## config.mk

```make
export PLATFORM = sky130hd
export DESIGN_NAME = mcu_ctrl
export DESIGN_NICKNAME = d
export VERILOG_FILES = /design/src/rtl/modular_combinatorics_unit_core_macros.svh /design/src/rtl/mcu_pkg.sv /design/src/rtl/mcu_ctrl.sv
export SDC_FILE = /design/constraint.sdc
export NUM_CORES = 1
export LEC_CHECK = 0
export BUFFER_PORTS_ARGS = -buffer_cell sky130_fd_sc_hd__buf_2
export CAP_MARGIN = 5
export CORE_MARGIN = 2
export CORE_UTILIZATION = 56
export CTS_CLUSTER_DIAMETER = 100
export CTS_CLUSTER_SIZE = 28
export DETAILED_ROUTE_END_ITERATION = 7
export PLACE_DENSITY = 0.93
export SETUP_SLACK_MARGIN = 0.2
export SLEW_MARGIN = 20
export SYNTH_ARGS = -nofsm -noshare
export SYNTH_HDL_FRONTEND = slang
export SYNTH_SLANG_ARGS = --single-unit
```

## constraint.sdc

```tcl
create_clock -name clk -period 3.2 [get_ports clk]
set_clock_uncertainty 0.05 [all_clocks]
set_input_delay 0.64 -clock clk [delete_from_list [all_inputs] [get_ports clk]]
set_output_delay 0.64 -clock clk [all_outputs]
set_load 0.01 [all_outputs]
```

## src/rtl/modular_combinatorics_unit_core_macros.svh

```systemverilog
// Assertion macros used by the core top level to check its own logic.
`ifndef MODULAR_COMBINATORICS_UNIT_CORE_MACROS_SVH
`define MODULAR_COMBINATORICS_UNIT_CORE_MACROS_SVH

// The consequent must hold in the same cycle as the antecedent.
`define MCU_ASSERT_SAME(label, ante, cons, msg) \
  label: assert property (@(posedge clk) disable iff (rst) (ante) |-> (cons)) \
    else $error(msg);

// The consequent must hold in the cycle after the antecedent.
`define MCU_ASSERT_NEXT(label, ante, cons, msg) \
  label: assert property (@(posedge clk) disable iff (rst) (ante) |=> (cons)) \
    else $error(msg);

`endif

```

## src/rtl/mcu_pkg.sv

```systemverilog
package mcu_pkg;

  localparam int RES_W = 13;
  localparam logic [RES_W-1:0] MOD = 13'd7901;
  localparam logic [19:0] MOD_RECIP = 20'((64'd1 << 32) / 64'(MOD));
  localparam logic [31:0] EXP_INV = 32'(MOD) - 32'd2;

  localparam logic [2:0] OP_POWER       = 3'd0;
  localparam logic [2:0] OP_CHOOSE      = 3'd1;
  localparam logic [2:0] OP_ARRANGE     = 3'd2;
  localparam logic [2:0] OP_CATALAN     = 3'd3;
  localparam logic [2:0] OP_DERANGEMENT = 3'd4;
  localparam logic [2:0] OP_FACTORIAL   = 3'd5;

  typedef enum logic [1:0] {A_ACC, A_OPB, A_IDX} a_sel_t;
  typedef enum logic [2:0] {B_OPB, B_IDX, B_SUM, B_FACT, B_INV, B_DER} b_sel_t;
  typedef enum logic [1:0] {DST_ACC, DST_OPB, DST_DER} dst_t;
  typedef enum logic [1:0] {RA_N, RA_R, RA_NMR, RA_TWON} raddr_sel_t;
  typedef enum logic [1:0] {WA_IDX, WA_DEC, WA_INC} waddr_sel_t;

  typedef struct packed {
    logic       mul_start;
    logic       mul_raw;
    a_sel_t     a_sel;
    b_sel_t     b_sel;
    dst_t       dst;
    logic       acc_one;
    logic       acc_zero;
    logic       opb_acc;
    logic       opb_np1;
    logic       expo_inv;
    logic       expo_shift;
    logic       req_ld;
    logic       idx_inc;
    logic       idx_dec;
    logic       d_init;
    raddr_sel_t raddr_sel;
    logic       we_fact;
    logic       we_inv;
    logic       we_der;
    waddr_sel_t waddr_sel;
    logic       wdata_d1;
    logic       out_ld;
  } ctrl_cmd_t;

  typedef struct packed {
    logic mul_done;
    logic expo_zero;
    logic expo_lsb;
    logic expo_hi_zero;
    logic idx_last;
    logic idx_one;
    logic idx_p1_last;
    logic ok_nr;
    logic ok_cat;
    logic ok_idx;
  } dp_status_t;

endpackage

```

## src/rtl/mcu_ctrl.sv

```systemverilog
module mcu_ctrl (
  input  logic                clk,
  input  logic                rst,
  input  logic                in_valid,
  output logic                in_ready,
  input  logic [2:0]          opcode,
  output logic                out_valid,
  input  logic                out_ready,
  input  mcu_pkg::dp_status_t status,
  output mcu_pkg::ctrl_cmd_t  cmd
);
  import mcu_pkg::*;

  localparam logic [4:0] S_BOOT   = 5'd0;
  localparam logic [4:0] S_F0     = 5'd1;
  localparam logic [4:0] S_D1     = 5'd2;
  localparam logic [4:0] S_FMUL   = 5'd3;
  localparam logic [4:0] S_FWAIT  = 5'd4;
  localparam logic [4:0] S_FWR    = 5'd5;
  localparam logic [4:0] S_IPREP  = 5'd6;
  localparam logic [4:0] S_PCHK   = 5'd7;
  localparam logic [4:0] S_PWAIT1 = 5'd8;
  localparam logic [4:0] S_PSQ    = 5'd9;
  localparam logic [4:0] S_PWAIT2 = 5'd10;
  localparam logic [4:0] S_IWR    = 5'd11;
  localparam logic [4:0] S_IMUL   = 5'd12;
  localparam logic [4:0] S_IWAIT  = 5'd13;
  localparam logic [4:0] S_IWR2   = 5'd14;
  localparam logic [4:0] S_DMUL   = 5'd15;
  localparam logic [4:0] S_DWAIT  = 5'd16;
  localparam logic [4:0] S_DWR    = 5'd17;
  localparam logic [4:0] S_IDLE   = 5'd18;
  localparam logic [4:0] S_DISP   = 5'd19;
  localparam logic [4:0] S_BWAIT  = 5'd20;
  localparam logic [4:0] S_TRD    = 5'd21;
  localparam logic [4:0] S_TMUL   = 5'd22;
  localparam logic [4:0] S_TWAIT  = 5'd23;
  localparam logic [4:0] S_ZERO   = 5'd24;
  localparam logic [4:0] S_FIN    = 5'd25;

  localparam logic [1:0] RET_BUILD = 2'd0;
  localparam logic [1:0] RET_QUERY = 2'd1;
  localparam logic [1:0] RET_CAT   = 2'd2;

  logic [4:0]  state;
  logic [4:0]  state_next;
  logic [2:0]  op_reg;
  logic [2:0]  op_next;
  logic [1:0]  ret;
  logic [1:0]  ret_next;
  logic [1:0]  step;
  logic [1:0]  step_next;
  raddr_sel_t  step_addr;
  b_sel_t      step_tbl;
  logic        step_last;

  // Each table operation multiplies the accumulator by a short list of
  // table entries.
  always_comb begin
    step_addr = RA_N;
    step_tbl  = B_FACT;
    step_last = 1'b1;
    unique case (op_reg)
      OP_CHOOSE: begin
        step_last = (step == 2'd2);
        unique case (step)
          2'd0:    begin step_addr = RA_N;   step_tbl = B_FACT; end
          2'd1:    begin step_addr = RA_R;   step_tbl = B_INV;  end
          default: begin step_addr = RA_NMR; step_tbl = B_INV;  end
        endcase
      end
      OP_ARRANGE: begin
        step_last = (step == 2'd1);
        if (step == 2'd0) begin
          step_addr = RA_N;
          step_tbl  = B_FACT;
        end else begin
          step_addr = RA_NMR;
          step_tbl  = B_INV;
        end
      end
      OP_CATALAN: begin
        step_last = (step == 2'd2);
        if (step == 2'd0) begin
          step_addr = RA_TWON;
          step_tbl  = B_FACT;
        end else begin
          step_addr = RA_N;
          step_tbl  = B_INV;
        end
      end
      OP_DERANGEMENT: begin
        step_addr = RA_N;
        step_tbl  = B_DER;
      end
      default: begin
        step_addr = RA_N;
        step_tbl  = B_FACT;
      end
    endcase
  end

  always_comb begin
    cmd        = '0;
    state_next = state;
    op_next    = op_reg;
    ret_next   = ret;
    step_next  = step;
    in_ready   = 1'b0;
    unique case (state)
      S_BOOT: begin
        cmd.acc_one = 1'b1;
        state_next  = S_F0;
      end
      S_F0: begin
        cmd.we_fact   = 1'b1;
        cmd.we_der    = 1'b1;
        cmd.waddr_sel = WA_IDX;
        cmd.d_init    = 1'b1;
        cmd.idx_inc   = 1'b1;
        state_next    = S_D1;
      end
      S_D1: begin
        cmd.we_der    = 1'b1;
        cmd.waddr_sel = WA_IDX;
        cmd.wdata_d1  = 1'b1;
        state_next    = S_FMUL;
      end
      S_FMUL: begin
        cmd.mul_start = 1'b1;
        cmd.a_sel     = A_ACC;
        cmd.b_sel     = B_IDX;
        cmd.dst       = DST_ACC;
        state_next    = S_FWAIT;
      end
      S_FWAIT: begin
        if (status.mul_done) begin
          state_next = S_FWR;
        end
      end
      S_FWR: begin
        cmd.we_fact   = 1'b1;
        cmd.waddr_sel = WA_IDX;
        if (status.idx_last) begin
          state_next = S_IPREP;
        end else begin
          cmd.idx_inc = 1'b1;
          state_next  = S_FMUL;
        end
      end
      S_IPREP: begin
        cmd.opb_acc  = 1'b1;
        cmd.acc_one  = 1'b1;
        cmd.expo_inv = 1'b1;
        ret_next     = RET_BUILD;
        state_next   = S_PCHK;
      end
      S_PCHK: begin
        if (status.expo_zero) begin
          unique case (ret)
            RET_BUILD: state_next = S_IWR;
            RET_CAT: begin
              step_next  = 2'd0;
              state_next = S_TRD;
            end
            default: state_next = S_FIN;
          endcase
        end else if (status.expo_lsb) begin
          cmd.mul_start = 1'b1;
          cmd.a_sel     = A_ACC;
          cmd.b_sel     = B_OPB;
          cmd.dst       = DST_ACC;
          state_next    = S_PWAIT1;
        end else begin
          state_next = S_PSQ;
        end
      end
      S_PWAIT1: begin
        if (status.mul_done) begin
          state_next = S_PSQ;
        end
      end
      S_PSQ: begin
        cmd.expo_shift = 1'b1;
        if (status.expo_hi_zero) begin
          state_next = S_PCHK;
        end else begin
          cmd.mul_start = 1'b1;
          cmd.a_sel     = A_OPB;
          cmd.b_sel     = B_OPB;
          cmd.dst       = DST_OPB;
          state_next    = S_PWAIT2;
        end
      end
      S_PWAIT2: begin
        if (status.mul_done) begin
          state_next = S_PCHK;
        end
      end
      S_IWR: begin
        cmd.we_inv    = 1'b1;
        cmd.waddr_sel = WA_IDX;
        state_next    = S_IMUL;
      end
      S_IMUL: begin
        cmd.mul_start = 1'b1;
        cmd.a_sel     = A_ACC;
        cmd.b_sel     = B_IDX;
        cmd.dst       = DST_ACC;
        state_next    = S_IWAIT;
      end
      S_IWAIT: begin
        if (status.mul_done) begin
          state_next = S_IWR2;
        end
      end
      S_IWR2: begin
        cmd.we_inv    = 1'b1;
        cmd.waddr_sel = WA_DEC;
        if (status.idx_one) begin
          state_next = status.idx_last ? S_IDLE : S_DMUL;
        end else begin
          cmd.idx_dec = 1'b1;
          state_next  = S_IMUL;
        end
      end
      S_DMUL: begin
        cmd.mul_start = 1'b1;
        cmd.a_sel     = A_IDX;
        cmd.b_sel     = B_SUM;
        cmd.dst       = DST_DER;
        state_next    = S_DWAIT;
      end
      S_DWAIT: begin
        if (status.mul_done) begin
          state_next = S_DWR;
        end
      end
      S_DWR: begin
        cmd.we_der    = 1'b1;
        cmd.waddr_sel = WA_INC;
        if (status.idx_p1_last) begin
          state_next = S_IDLE;
        end else begin
          cmd.idx_inc = 1'b1;
          state_next  = S_DMUL;
        end
      end
      S_IDLE: begin
        in_ready = 1'b1;
        if (in_valid) begin
          cmd.req_ld = 1'b1;
          op_next    = opcode;
          state_next = S_DISP;
        end
      end
      S_DISP: begin
        step_next = 2'd0;
        unique case (op_reg)
          OP_POWER: begin
            cmd.mul_start = 1'b1;
            cmd.mul_raw   = 1'b1;
            cmd.dst       = DST_OPB;
            cmd.acc_one   = 1'b1;
            ret_next      = RET_QUERY;
            state_next    = S_BWAIT;
          end
          OP_CHOOSE, OP_ARRANGE: begin
            cmd.acc_one = status.ok_nr;
            state_next  = status.ok_nr ? S_TRD : S_ZERO;
          end
          OP_CATALAN: begin
            if (status.ok_cat) begin
              cmd.opb_np1  = 1'b1;
              cmd.acc_one  = 1'b1;
              cmd.expo_inv = 1'b1;
              ret_next     = RET_CAT;
              state_next   = S_PCHK;
            end else begin
              state_next = S_ZERO;
            end
          end
          OP_DERANGEMENT, OP_FACTORIAL: begin
            cmd.acc_one = status.ok_idx;
            state_next  = status.ok_idx ? S_TRD : S_ZERO;
          end
          default: state_next = S_ZERO;
        endcase
      end
      S_BWAIT: begin
        if (status.mul_done) begin
          state_next = S_PCHK;
        end
      end
      S_TRD: begin
        cmd.raddr_sel = step_addr;
        state_next    = S_TMUL;
      end
      S_TMUL: begin
        cmd.mul_start = 1'b1;
        cmd.a_sel     = A_ACC;
        cmd.b_sel     = step_tbl;
        cmd.dst       = DST_ACC;
        state_next    = S_TWAIT;
      end
      S_TWAIT: begin
        if (status.mul_done) begin
          if (step_last) begin
            state_next = S_FIN;
          end else begin
            step_next  = step + 2'd1;
            state_next = S_TRD;
          end
        end
      end
      S_ZERO: begin
        cmd.acc_zero = 1'b1;
        state_next   = S_FIN;
      end
      S_FIN: begin
        if (!out_valid || out_ready) begin
          cmd.out_ld = 1'b1;
          state_next = S_IDLE;
        end
      end
      default: state_next = S_BOOT;
    endcase
  end

  always_ff @(posedge clk) begin
    if (rst) begin
      state     <= S_BOOT;
      op_reg    <= OP_POWER;
      ret       <= RET_BUILD;
      step      <= 2'd0;
      out_valid <= 1'b0;
    end else begin
      state  <= state_next;
      op_reg <= op_next;
      ret    <= ret_next;
      step   <= step_next;
      if (cmd.out_ld) begin
        out_valid <= 1'b1;
      end else if (out_ready) begin
        out_valid <= 1'b0;
      end
    end
  end

endmodule

```

### After elaboration in Yosys (flattened, before gate mapping)

Cells that the tools add are included.
Widths: inputs -> output; s select.

* flip-flop bits (word level): 13
* input port bits: 17

* reduce and logical (&&, ||, !) cells: 24
* equal/unequal tests: 46
* $add $sub $neg: 1
* multiplexer cells: 76

Operators by type and width (number)
* $pmux 5 s25: 1
* $mux 5: 13
* $eq 5x5->1 const B: 10
* $eq 5x4->1 const B: 8
* $pmux 5 s4: 2
* $mux 1: 27
* $mux 2: 11
* $eq 5x3->1 const B: 4
* $ne 2x2->1 const B: 9
* $pmux 2 s3: 3
* $mux 4: 4
* $pmux 2 s2: 4
* $reduce_or 2->1: 8
* $eq 5x2->1 const B: 2
* $pmux 5 s2: 1
* $pmux 1 s4: 2
* $reduce_and 8->1: 1
* $eq 3x2->1 const B: 2
* $eq 3x3->1 const B: 2
* $mux 3: 2
* $mux 6: 1
* $pmux 1 s2: 3
* $pmux 3 s2: 1
* $reduce_or 3->1: 2
* other kinds (20): 24

### Depth between registers and ports, before layout

* depth in word-level cells: 6
* depth in mapped cells: 7

### Least setup slack after synthesis

Ideal clock, no wire load.

* kind: register -> output
* start point: register state[0]
* end point: output port cmd[27] in the netlist's numbering
* buffers on the path: 2
* path slack: 0.779 ns
* data arrival time: 1.731 ns
* cell stages (with the launch flop): 8
* data required time: 2.510 ns
* cell sequence: dfxtp_1 buf_4 buf_2 nand2_1 nor4_1 nor2b_1 nor2_1 o211ai_1

RTL lines
* from (decl): line mcu_ctrl.sv:45 `logic [4:0] state;`
* from (signal assigned): line mcu_ctrl.sv:338 `state <= state_next;`
* to (decl): line mcu_ctrl.sv:10 `output mcu_pkg::ctrl_cmd_t cmd`

==> flow_summary.json <==
{
  "worst_pin_slew_ns": 0.7069,
  "critPathKind": "register to primary output",
  "grt_max_degree": 28,
  "ys_top_cells_by_area": "dfxtp_1 16%, nor2_1 5.5%, nand2_1 5.0%",
  "avgSynthCellArea_sq_um": 6.912,
  "portBuffers": 46,
  "relSlewSlack_pct": 52.44,
  "max_stage_delay_ns": 0.50,
  "gp_congestion": 1.027,
  "cts_tree": "done",
  "fin_nets": 286,
  "drtIter0Drc": 147,
  "yosysTopAreaCell": "dfxtp_1",
  "synthArstFlopShare_pct": 0,
  "grt_overflow": 0,
  "r2r_slack_ns": 1.07,
  "synth_area_sq_mm": 0.001583,
  "hpwlAfterDp_um": 3793,
  "yosys_warnings": 0,
  "finalPower_uw": 569.9,
  "drc_errors": 0,
  "p_per_area_mw_per_mm2": 312.9,
  "cpLargestDelayFamily": "simple AND/OR/NAND/NOR gates",
  "cts.path.max_buffers": 2,
  "grt_pass1_vias": 1821,
  "drt-total-wl_um": 5084,
  "synth_fp_nets": 249,
  "clk_pin_slew_worst_paths_ns": 0.08,
  "setup_viol": 0,
  "fin_crit_sh_pct": 90.57,
  "cts_buffers": 3,
  "max_cap_violations": 0,
  "ys_ff_latch": 13,
  "htree_levels": 1,
  "layout-drive-gt1-share_pct": 25.28,
  "rsz0062_at_grt": "no",
  "antenna_left": 0,
  "end_kind": "primary output",
  "yosysTopAreaCellShare_pct": 16.44,
  "fp.dieW_um": 57.17,
  "die_h_um": 57.17,
  "vdd_drop_max_mv": 0.2899,
  "slew_viol_final": 0,
  "antenna_found_initial": 0,
  "ys_types": 58,
  "crit_chain": "buf_4 > nand3b_1 > nor3_1 > a21oi_1 > o21ai_0 > buf_2",
  "period_minus_slack_ns": 2.898,
  "start_util_pct": 58.40,
  "max_clock_freq_ghz": 0.3450,
  "cp_max_fo": 21,
  "path_buf_inv": 2,
  "vias": 1977,
  "slowest_stage": "nor3_1",
  "drt-wirelength-per-cell_um": 17.18,
  "yosysSeqAreaShare_pct": 16.44,
  "status": "completed",
  "first_pass_iters": 5,
  "synth-main-ff-cell": "dfxtp_1",
  "vias_per_cell": 6.679,
  "die_area_sq_mm": 0.003268,
  "clock-sinks": 13,
  "required_ns": 2.51,
  "synth_edf_count": 0,
  "num_antenna_cells": 0,
  "yosys-top-cells-count": "23 x nor2_1, 21 x nand2_1, 14 x nor3_1",
  "grt_usage_pct": 32.50,
  "core-area_sq_mm": 0.002710,
  "rows": 19,
  "finalHoldViolCount": 0,
  "power.leakage_nw": 0.7694,
  "ctsHoldBuffers": 0,
  "hold_path.class": "register to register",
  "clockRootBuffer": "clkbuf_4",
  "start_kind": "register",
  "clock_insertion_delay_worst_skew_ns": 0.29,
  "syn_to_final_growth_pct": 15.10,
  "grt_pass1_wl_um": 8397,
  "netlist_instances": 229,
  "tns_ns": 0,
  "arrival_ns": 2.21,
  "largest_reg_flops": 5,
  "yosysMostFrequentCell": "nor2_1",
  "ioPinCount": 47
}
-- per-layer routing --
layer  GRT usage (%)  share of wire [%]  vias to the layer above
li1                -                  -                      913
met1           42.66                 39                      893
met2           52.55                 46                      152
met3           5.669                 13                       19
met4           13.95                3.0                        0
met5               0                  0                        -
-- cell usage in the layout, fill, tap and decap left out, types with 7 or more instances in the layout --
cell type,instances
a21oi_1,12
nor3_1,14
nand2b_1,12
nor2b_1,8
o2bb2ai_1,7
dfxtp_1,11
buf_2,46
nand2_1,21
nor2_1,23
inv_1,12
-- area by class of cell --
class | count | area [sq um]
Multi-Input combinational cell | 185 | 1180
Clock inverter | 1 | 5.005
Fill cell | 232 | 888.4
Tap cell | 31 | 38.79
Sequential cell | 13 | 262.8
Inverter | 12 | 45.04
Clock buffer | 3 | 22.52
Timing Repair Buffer | 51 | 267.8
-- logic make-up after synthesis --
group / after synthesis / share of synthesized area (%)
XOR/XNOR: 2 / 1.107
buffers and inverters: 31 / 9.011
AO/OA/AOI/OAI: 57 / 26.48
AND/OR/NAND/NOR: 118 / 41.35
flip-flops: 13 / 16.44
adder cells (fa/ha/maj): 3 / 2.372
multiplexers: 5 / 3.241
-- stage by stage --
| stage | instances | hold WS [ns] | utilization (%) | area, sq um | worst slack, ns |
|---|---|---|---|---|---|
| 3_3_place_gp | 292 | 0.4980 | 66.11 | 1792 | 0.7012 |
| 5_1_grt | 296 | 0.5366 | 67.22 | 1822 | 0.2087 |
| 3_5_place_dp | 292 | 0.5029 | 66.11 | 1792 | 0.6604 |
| 2_1_floorplan | 229 | 0.4542 | - | 1583 | 0.7794 |
| 6_report | 296 | 0.5037 | 67.22 | 1822 | 0.3019 |
| 4_1_cts | 296 | 0.5174 | 67.13 | 1819 | 0.3458 |
-- timing repair --
item | CTS | global route
endpoints found under the setup margin | 0 | 2
setup buffers | 0 | 0
resized for setup | 0 | 2
-- worst paths after layout --
kind | startpoint | to | cells after the start
worst min-delay path | state[0]$_SDFFE_PP0P_ | state[0]$_SDFFE_PP0P_ | 1
worst min register to register | state[0]$_SDFFE_PP0P_ | state[0]$_SDFFE_PP0P_ | 1
worst max-delay path | state[4]$_SDFFE_PP0P_ | cmd[18] | 6
worst max register to register | state[1]$_SDFFE_PP0P_ | state[0]$_SDFFE_PP0P_ | 6
-- report_power, final --
| group | internal [mW] | leakage [nW] | total (mW) | switching [mW] |
|---|---|---|---|---|
| sequential | 0.170 | 0.106 | 0.191 | 0.0210 |
| combinational | 0.106 | 0.646 | 0.273 | 0.167 |
| clock | 0.0465 | 0.0177 | 0.105 | 0.0590 |
Power figures use the tool's default switching activity.
